--- src/hw/rtl/bloom_filter_engine_macros.svh ---
// Assertion macros for the bloom filter engine.
// No dependencies; included by modules that carry assertions.
`ifndef BLOOM_FILTER_ENGINE_MACROS_SVH
`define BLOOM_FILTER_ENGINE_MACROS_SVH

// Implication checked on every edge outside reset.
`define BFE_ASSERT_IMP(label, clk, rst_n, ante, cons, msg) \
  label: assert property (@(posedge clk) disable iff (!rst_n) (ante) |-> (cons)) \
    else $error(msg);

// Next-cycle implication.
`define BFE_ASSERT_NXT(label, clk, rst_n, ante, cons, msg) \
  label: assert property (@(posedge clk) disable iff (!rst_n) (ante) |=> (cons)) \
    else $error(msg);

`endif

--- src/hw/rtl/bfe_pkg.sv ---
// Package for the bloom filter engine: sizes, command codes, hash helpers.
// No dependencies.
package bfe_pkg;
  localparam int MaxBits   = 65536;
  localparam int MaxHashes = 16;
  localparam int IdxW      = $clog2(MaxBits);
  localparam int HashW     = $clog2(MaxHashes + 1);
  localparam int NbW       = 17;
  localparam int NhW       = 5;
  localparam int WordW     = 32;
  localparam int WordsN    = MaxBits / WordW;
  localparam int WAddrW    = $clog2(WordsN);
  localparam int BitSelW   = $clog2(WordW);
  localparam int QDepth    = 2;

  typedef enum logic [1:0] {
    CMD_INSERT = 2'd0,
    CMD_QUERY  = 2'd1,
    CMD_CLEAR  = 2'd2,
    CMD_NONE   = 2'd3
  } cmd_t;

  // Register index, taken from paddr[2]
  localparam logic REG_NUM_BITS   = 1'b0;
  localparam logic REG_NUM_HASHES = 1'b1;

  // Payload of one input transfer.
  typedef struct packed {
    cmd_t        cmd;
    logic [31:0] key;
  } in_item_t;

  // Payload of one result transfer.
  typedef struct packed {
    logic present;
  } out_item_t;

  // Classified job handed from front to back.
  typedef struct packed {
    cmd_t              cmd;
    logic [31:0]       key;
    logic [IdxW:0]     modulus;
    logic [HashW-1:0]  count;
  } job_t;

  function automatic logic [31:0] rotl(input logic [31:0] x, input int r);
    rotl = (x << r) | (x >> (32 - r));
  endfunction
endpackage

--- src/hw/rtl/bfe_front.sv ---
// Front end: accepts items, clamps the config and pushes jobs to a small queue.
// Depends on bfe_pkg and bloom_filter_engine_macros.svh.
module bfe_front (
  input  logic                   clk,
  input  logic                   rst_n,
  input  logic                   in_valid,
  output logic                   in_ready,
  input  logic [1:0]             in_cmd,
  input  logic [31:0]            in_key,
  input  logic [bfe_pkg::NbW-1:0] num_bits,
  input  logic [bfe_pkg::NhW-1:0] num_hashes,
  output logic                   job_valid,
  input  logic                   job_ready,
  output bfe_pkg::job_t          job
);
  import bfe_pkg::*;
  `include "bloom_filter_engine_macros.svh"

  job_t q_r [QDepth];
  logic [$clog2(QDepth)-1:0] wp_r, rp_r;
  logic [$clog2(QDepth):0]   cnt_r;
  job_t nj;
  logic push, pop;

  always_comb begin
    nj.cmd = cmd_t'(in_cmd);
    nj.key = in_key;
    if (num_bits == '0) nj.modulus = (IdxW+1)'(1);
    else if (num_bits > NbW'(MaxBits)) nj.modulus = (IdxW+1)'(MaxBits);
    else nj.modulus = num_bits[IdxW:0];
    if (num_hashes > NhW'(MaxHashes)) nj.count = HashW'(MaxHashes);
    else nj.count = num_hashes[HashW-1:0];
  end

  assign in_ready  = cnt_r != ($clog2(QDepth)+1)'(QDepth);
  assign push      = in_valid && in_ready;
  assign job_valid = cnt_r != '0;
  assign pop       = job_valid && job_ready;
  assign job       = q_r[rp_r];

  always_ff @(posedge clk) begin
    if (!rst_n) begin
      wp_r <= '0; rp_r <= '0; cnt_r <= '0;
    end else begin
      if (push) wp_r <= wp_r + 1'b1;
      if (pop) rp_r <= rp_r + 1'b1;
      cnt_r <= cnt_r + ($clog2(QDepth)+1)'(push) - ($clog2(QDepth)+1)'(pop);
    end
    if (push) q_r[wp_r] <= nj;
  end

  `BFE_ASSERT_IMP(a_q_bound, clk, rst_n, 1'b1, cnt_r <= ($clog2(QDepth)+1)'(QDepth), "queue over")
  `BFE_ASSERT_IMP(a_no_pop_empty, clk, rst_n, cnt_r == '0, !pop, "pop of empty queue")
  `BFE_ASSERT_NXT(a_push_cnt, clk, rst_n, push && !pop, cnt_r == $past(cnt_r) + 1'b1, "count")
endmodule

--- config.mk ---
export PLATFORM = sky130hd
export DESIGN_NAME = bfe_front
export DESIGN_NICKNAME = d
export VERILOG_FILES = /design/src/hw/rtl/bfe_pkg.sv /design/src/hw/rtl/bfe_front.sv
export VERILOG_INCLUDE_DIRS = /design/src /design/src/hw/rtl
export SDC_FILE = /design/constraint.sdc
export NUM_CORES = 1
export LEC_CHECK = 0
export CAP_MARGIN = 20
export CORE_MARGIN = 2
export CORE_UTILIZATION = 55
export DETAILED_ROUTE_END_ITERATION = 12
export DONT_BUFFER_PORTS = 1
export PLACE_DENSITY = 0.78
export SLEW_MARGIN = 20
export SYNTH_ARGS = -nofsm -noshare
export SYNTH_HDL_FRONTEND = slang
export SYNTH_SLANG_ARGS = --single-unit
--- constraint.sdc ---
create_clock -name clk -period 2.75 [get_ports clk]
set_input_delay 0.1375 -clock clk [delete_from_list [all_inputs] [get_ports clk]]
set_output_delay 0.1375 -clock clk [all_outputs]
set_load 0.01 [all_outputs]
Word level (Yosys, flattened, before mapping)
Memory sizes are Yosys's and may differ from the RTL's. A register that Yosys moved wholly into a read port is not among the register bits.
Index checks and enable logic that the tools add are counted.
Word-level totals
  flip-flop bits (word level): 4
  RAM bits: 112
  logic and storage cells: 22
  memories: 1
Operators by class
  add/sub/neg operators: 4
  $lt $le $gt $ge: 2
  equality and inequality tests: 1
  multiplexer cells: 7
  reductions and logical operators: 4
Memory list
  q_r: depth 2, bits a word 56, rd ports 1, clocked after Yosys merged registers in 1, write ports 1, RTL line bfe_front.sv:19  | job_t q_r [QDepth];
Operators with widths (count)
  2-to-1 mux 17 bit: 2
  greater-than comparator 17 bit (second input constant): 1
  zero test 17 bit: 1
  greater-than comparator 5 bit (second input constant): 1
  2-to-1 mux 5 bit: 1
  2-to-1 mux 1 bit: 4
  adder 1 bit (second input constant): 2
  adder 2 x 1 -> 2 bit: 1
  logical AND 1 bit: 2
  != test 2 bit (second input constant): 1
  nonzero test 2 bit: 1
  subtractor 2 x 1 -> 2 bit: 1

Longest topological paths before layout
Gate-level depths: netlist of the first run.
  word-level depth: 4
  depth in mapped cells: 8
  depth with buffers taken out: 8

Worst setup path after synthesis of the first run
OpenSTA, ideal clock, no wires.
  path type: flip-flop to flip-flop
  start: register cnt_r[0]
  end: memory q_r[1][0] (netlist name) (enable)
  setup time: 420 ps
  arrival: 1974 ps
  required time: 2330 ps
  slack: 356 ps
  stages on the path, launching flop included: 3
  buffers on the path: 0
  path through: dfxtp_1 > nand2b_1 > and3_1
Between the ends
  longest elaborated chain between the ends: 4
Ends and longest elaborated chain
  from (decl): RTL line bfe_front.sv:21  | logic [$clog2(QDepth):0] cnt_r;
  from (signal assigned): RTL line bfe_front.sv:47  | cnt_r <= cnt_r + ($clog2(QDepth)+1)'(push) - ($clog2(QDepth)+1)'(pop);
  != test 2 bit: RTL line bfe_front.sv:35  | assign in_ready = cnt_r != ($clog2(QDepth)+1)'(QDepth);
  via in_ready: RTL line bfe_front.sv:7  | output logic in_ready,
  logical AND 1 bit: RTL line bfe_front.sv:36  | assign push = in_valid && in_ready;
  2-to-1 mux 1 bit: RTL line bfe_front.sv:49  | if (push) q_r[wp_r] <= nj;
  2-to-1 mux 1 bit (not written as such): RTL line bfe_front.sv:49
  to (decl): RTL line bfe_front.sv:19
The timed path passes the listed nets, and every way through them passes these cells.

==> results.md, run 1 <==
* Status: completed
* Max-slew headroom at 0.606
* Reg2reg start: cnt_r[0]$_SDFF_PN0_
* Fmax at 0.488 GHz
* Kind of critical path: reg -> out
* DRC errors left at 0
* Num CTS Buffers at 17
* Setup Skew at 0.00657 ns
* Syn nets at 291
* Worst Path Arrival at 1.91 ns
* H-tree depth at 4
* IO Port Bufs at 0
* Seq/Total Area, Yosys at 0.765
* Area grow syn2layout at 28.1%
* HP Class: in -> reg
* Max Cap Violations at 0
* Commonest non-fill, non-tap cell in the layout: edfxtp_1
* Post-synthesis register bit count at 117
* Synth async-reset ratio at 0
* CTS tree: built
* Crit-path cells: buf_12 > mux2_2
* Via count at 2219
* Fin. Hold Viols at 0
* GP Congestion at 0.737
* Crit end category: output pin
* Inst Count DP at 329
* Longest Clk Path Bufs at 2
* CTS resizes at 0
* Routed length per instance at 18.8 µm
* Post-route antenna net violation count at 0
* Filler cells at 505
* Final total power at 5.42 mW
* Hpwl dp at 4.52 mm
* Initial antenna violation count at 0
* Clock slew at reported path FFs at 0.06 ns
* Initial Util at 0.559
* Net count, final at 364
* Synth area leaders: edfxtp_1 (74%), mux2_2 (14%), nor2b_1 (2.5%)
* Critical Path RT at 2.61 ns
* Row count at 33
* Sink Count at 117
* Post-route minimum period at 2.05 ns
* Hold Path Origin: num_bits[16]
* Area share of the largest cell type after synthesis at 0.743
* Placeable Area at 8090 µm²
* Hold slack final at 0.0461 ns
* Share of cells above drive strength 1 at 0.310
* Fin cells at 418
* Routed vias/inst at 5.31
* Setup TNS at 0 ns
* Setup-violating endpoint count in the final report at 0
* CTS root buf: clkbuf_8
* Vias in the first global route at 2285
* Most frequent cells in the layout: edfxtp_1 (112), dlygate4sd3_1 (59), mux2_2 (56)
* Yosys warnings at 0
* Syn Inst Count at 229
* Tcrit/Tclk final at 0.746
* Dominant cell type by area after synthesis: edfxtp_1
* DRT Wirelength at 7.85 mm
* Largest fanout on the critical path at 33
* First-pass GRT wire length at 11.4 mm
* Number of DRC markers in iteration 0 at 72
* Mapped Avg Cell Area at 19.8 µm²
* Post-synth EDFFs at 112
* Max VDD drop at 0.520 mV
* I/O pin cnt at 118
* Drt pass-1 iters at 6
* Die height at 94.7 µm
* Die area at 8970 µm²
* Largest net degree at the start of global routing at 57
* Post-synthesis cell type count at 26
* CP max stage delay at 0.70 ns
* Antenna cells at 0
* Die width at 94.7 µm
* Final slew viol count at 0
* Mapped Area at 4530 µm²
* LEAKAGE at 1.98 nW
* Startpoint types: register
* Ys flop type: edfxtp_1
* Gr usage total at 0.181
* RSZ-0062 raised after global routing: false
* Slowest CP cell: dfxtp_2
* Post-CTS Setup Inserts at 0
* Worst slew pin tran at 0.591 ns
* Clk_lat worst skew at 0.50 ns
* Total gr overflow at 0
* Pwr dens at 935 nW/µm²
## synth_stat cells (2+ instances only)
library cell,count
and2_1,2
inv_1,4
nor4_4,4
buf_2,2
ha_1,2
buf_4,4
clkbuf_1,2
dfxtp_1,5
edfxtp_1,112
nor2b_1,18
mux2_2,56
nor2_1,4
## power breakdown
part | switching (mW) | leakage, nW | total (mW) | internal, mW
combinational | 0.591 | 0.623 | 1.07 | 0.480
clock | 0.691 | 0.257 | 1.95 | 1.26
sequential | 0.118 | 1.10 | 2.40 | 2.28
## critical path: cells and delay by family, from the launching register on
family,cells,cell delay [ns]
buf+inv,1,0.28
flops,1,0.70
mux,1,0.40
## timing repair
action | CTS | global route
hold endpoints to repair | 117 | 0
endpoints found under the setup margin | 0 | 0
hold buffers | 59 | 0
## sequential cells by signal, indices dropped and copies added (netlist names), named ones only
signal and count:
q_r 112, cnt_r 2, rp_r 1, wp_r 1
## cell type report
| class | count | area (µm²) | share of cell area |
|---|---|---|---|
| sequential | 117 | 3460 | 0.598 |
| clock buffer | 18 | 418 | 0.0721 |
| multi-input combinational | 100 | 1000 | 0.173 |
| clock inverter | 12 | 115 | 0.0199 |
| inverter | 4 | 15.0 | 0.00259 |
| tap | 105 | 131 | 0.0227 |
| timing repair buffer | 62 | 651 | 0.112 |
## path summary, 6_finish.rpt
path | to | slack [ns] | cells past startpoint
max | job[46] | 0.70 | 2
max reg2reg | q_r[1][30]$_DFFE_PP_ | 0.95 | 3
min reg2reg | rp_r$_SDFFE_PN0P_ | 0.51 | 2
min | q_r[0][9]$_DFFE_PP_ | 0.05 | 3
## layer usage
| metal | global-route usage | share of wire | routed length, µm | vias to the layer above |
|---|---|---|---|---|
| met5 | 0 | 0 | 0 | - |
| met2 | 0.298 | 0.50 | 3950 | 107 |
| li1 | - | - | - | 1031 |
| met4 | 0.0882 | 0.015 | 121 | 0 |
| met3 | 0.0862 | 0.091 | 712 | 13 |
| met1 | 0.196 | 0.39 | 3070 | 1068 |
## cells by family after synthesis
kind of cell | share of synthesized area
flops | 0.765
mux | 0.139
simple gates | 0.0594
buf+inv | 0.0138
compound gates | 0.0130
xor+xnor | 0.00387
fa+ha+maj | 0.00553
## metrics by stage
step	cell area [µm²]	utilization	worst slack, ns
floorplan	4530	-	0.356
global placement	4670	0.577	0.989
detailed placement	4670	0.577	0.958
CTS	5800	0.716	0.650
global route	5800	0.716	0.584
finish	5800	0.716	0.700
No activity file was read; power rests on OpenSTA's default activity.
==> run 2, diff against run 1 <==
- ABC_AREA: not set -> 1
- PLACE_DENSITY: 0.78 -> 0.81
- clock period: 2.75 -> 1.8 ns (I/O delays scaled with it)
==> run 2 against run 1 <==
Against the previous run: sequential cell count unchanged; combinational power increased by 45%; largest power group unchanged; non-clock buffer count grew 1; synthesized cell count increased by 8.3%; critical path depth is the same; worst hold slack improved by 0.016 ns.
==> results.md, run 2 <==
* Setup-violating endpoint count in the final report at 0 (unchanged)
* IO Port Bufs at 0 (unchanged)
* Initial antenna violation count at 0 (unchanged)
* Largest net degree at the start of global routing at 57 (unchanged)
* GP Congestion at 0.677 (was 0.737)
* Largest fanout on the critical path at 20 (was 33)
* Total gr overflow at 0 (unchanged)
* Kind of critical path: reg -> out (unchanged)
* Via count at 2357 (was 2219)
* Initial Util at 0.560 (was 0.559)
* Ys flop type: edfxtp_1 (unchanged)
* Die area at 8980 µm² (was 8970 µm²)
* RSZ-0062 raised after global routing: false (unchanged)
* Pre-CTS WS at 0.264 ns (was 0.958 ns)
* Most frequent cells after synthesis: edfxtp_1 (112), mux2_2 (56), nor2_1 (14), nand2_1 (11), a21boi_1 (9) (was edfxtp_1 (112), mux2_2 (56), nor2b_1 (18), dfxtp_1 (5))
* Crit end category: output pin (unchanged)
* Share of cells above drive strength 1 at 0.303 (was 0.310)
* Net count, final at 382 (was 364)
* Synth area leaders: edfxtp_1 (74%), mux2_2 (14%), dfxtp_1 (2.2%) (was edfxtp_1 (74%), mux2_2 (14%), nor2b_1 (2.5%))
* Area share of the largest cell type after synthesis at 0.743 (about the same)
* Sink Count at 117 (unchanged)
* CTS root buf: clkbuf_8 (unchanged)
* H-tree depth at 4 (unchanged)
* Clk_lat worst skew at 0.50 ns (about the same)
* Pwr dens at 1450 nW/µm² (was 935 nW/µm²)
* Largest reg by FF count: q_r (unchanged)
* Worst Path Arrival at 1.55 ns (was 1.91 ns)
* Combinational Power Share at 0.181 (was 0.198)
* Syn nets at 310 (was 291)
* Placeable Area at 8090 µm² (unchanged)
* DRT Wirelength at 8.13 mm (was 7.85 mm)
* Post-route minimum period at 1.64 ns
* Max reg flops at 112 (unchanged)
* Most common cell in the netlist: edfxtp_1 (unchanged)
* Num CTS Buffers at 17 (unchanged)
* Fmax at 0.611 GHz
* Net Sw Frac at 0.254 (was 0.258)
* First-pass GRT wire length at 12.1 mm (was 11.4 mm)
* Dominant cell type by area after synthesis: edfxtp_1 (unchanged)
* Worst slew pin tran at 0.662 ns (was 0.591 ns)
* Final slew viol count at 0 (unchanged)
* Row count at 33 (unchanged)
* Filler cells at 491 (was 505)
* Gr usage total at 0.188 (was 0.181)
* Die height at 94.7 µm (about the same)
* Mapped Area at 4530 µm² (about the same)
* Hpwl dp at 4.55 mm (was 4.52 mm)
* Seq pwr share at 0.420 (was 0.443)
* HP Class: in -> reg (unchanged)
* DRC errors left at 0 (unchanged)
* Longest Clk Path Bufs at 2 (unchanged)
* Die width at 94.7 µm (about the same)
* Post-route cell area at 5890 µm² (was 5800 µm²)
* Fin. Hold Viols at 0 (unchanged)
* Max Cap Violations at 0 (unchanged)
* Area grow syn2layout at 30.0% (was 28.1%)
* Regs by FF count: q_r: 112 flops, cnt_r: 2 flops (unchanged)
* Post-CTS Setup Inserts at 0 (unchanged)
* Post-synthesis register bit count at 117 (unchanged)
* Antenna cells at 0 (unchanged)
* Status: completed (unchanged)
* Yosys warnings at 0 (unchanged)
* Setup Skew at 0.00806 ns (was 0.00657 ns)
* Most frequent cells in the layout: edfxtp_1 (112), dlygate4sd3_1 (59), mux2_2 (56) (unchanged)
* Number of DRC markers in iteration 0 at 124 (was 72)
* Post-route worst setup slack at 0.165 ns (was 0.700 ns)
* Drt pass-1 iters at 4 (was 6)
* Final total power at 8.56 mW (was 5.42 mW)
* Post-synthesis cell type count at 22 (was 26)
* R2R Setup Slk at 0.25 ns (was 0.95 ns)
* Post-synth EDFFs at 112 (unchanged)
* Switch Pwr at 2.17 mW (was 1.40 mW)
* Clock slew at reported path FFs at 0.05 ns (was 0.06 ns)
* Routed vias/inst at 5.38 (was 5.31)
* CTS tree: built (unchanged)
* Max VDD drop at 0.805 mV (was 0.520 mV)
* Tcrit/Tclk final at 0.909
* Clock power frac at 0.399 (was 0.360)
* Max-slew headroom at 0.558 (was 0.606)
* Post-route antenna net violation count at 0 (unchanged)
* Commonest non-fill, non-tap cell in the layout: edfxtp_1 (unchanged)
* Setup TNS at 0 ns (unchanged)
* Syn Inst Count at 248 (was 229)
* Mapped Avg Cell Area at 18.3 µm² (was 19.8 µm²)
* LEAKAGE at 2.05 nW (was 1.98 nW)
* I/O pin cnt at 118 (unchanged)
* Startpoint types: register (unchanged)
* P_int at 6.39 mW (was 4.02 mW)
* Seq/Total Area, Yosys at 0.765 (about the same)
* Critical Path RT at 1.71 ns (was 2.61 ns)
* Routed length per instance at 18.6 µm (was 18.8 µm)
* DP Area at 4680 µm² (was 4670 µm²)
* Synth async-reset ratio at 0 (unchanged)
* Vias in the first global route at 2434 (was 2285)
[run 2: changes by cell type after synthesis, moves of 3 or more]
cell,change
inv_1,+4
o21ai_0,+3
nor2_1,+10
buf_4,-3
buf_6,+5
nor4_4,-4
a21oi_1,+3
a21boi_0,+6
nand2_1,+10
a21boi_1,+9
nor2b_1,-18
[run 2: logic make-up (layout without fill, tap and decap cells)]
family                   Yosys count  in the layout  share of synthesized area
AO/OA/AOI/OAI                     24             24                     0.0367
XOR/XNOR                           1              1                    0.00193
adder cells (fa/ha/maj)            2              2                    0.00552
buffers and inverters             18            103                     0.0243
flip-flops                       117            117                      0.765
multiplexers                      56             56                      0.139
AND/OR/NAND/NOR                   30             30                     0.0276
[run 2: cell type report]
type                            instances  area, µm²  share of cell area
Tap cell                              105        131              0.0223
Multi-Input combinational cell        113        986               0.167
Inverter                                8       30.0             0.00510
Sequential cell                       117       3470               0.589
Timing Repair Buffer                   63        658               0.112
Clock buffer                           18        418              0.0710
Clock inverter                         14        199              0.0338
[run 2: power groups by stage]
stage / clock [mW] / combinational, mW / sequential (mW)
final: 3.42 / 1.55 / 3.60
after global placement: 0 / 1.41 / 3.62
after global routing: 3.63 / 1.66 / 3.63
after CTS: 3.48 / 1.57 / 3.60
after detailed placement: 0 / 1.43 / 3.65
after floorplan: 0 / 1.20 / 3.61
[run 2: stage by stage]
step / util / cells / hold WS [ns]
6_report: 0.728 / 438 / 0.0622
5_1_grt: 0.728 / 438 / 0.0692
4_1_cts: 0.728 / 438 / 0.0187
3_5_place_dp: 0.578 / 347 / 0.189
3_3_place_gp: 0.578 / 347 / 0.185
2_1_floorplan: - / 248 / 0.183
[run 2: worst paths after layout]
kind	endpoint	depth (start not counted)	startpoint
worst min register to register	register	1	rp_r$_SDFFE_PN0P_
worst min-delay path	q_r[1][5]$_DFFE_PP_	5	num_bits[8]
worst max register to register	cnt_r[1]$_SDFF_PN0_	7	cnt_r[1]$_SDFF_PN0_
worst max-delay path	job[21]	2	register
[run 2: per-layer routing]
layer	GRT usage	vias up	share of wire
li1	-	1086	-
met1	0.218	1170	0.40
met2	0.317	97	0.53
met3	0.0718	4	0.069
met4	0.0700	0	0.0055
met5	0	-	0
[run 2: what timing repair did]
| action | CTS | global route |
|---|---|---|
| resized for setup | 0 | 0 |
| hold endpoints to repair | 117 | 0 |
| hold buffers | 59 | 0 |
| setup endpoints to repair | 0 | 0 |
[run 2: worst max-delay path, stage by stage (launching register included)]
cell	delay [ns]
dfxtp_2	0.34
buf_4	0.28
mux2_2	0.42
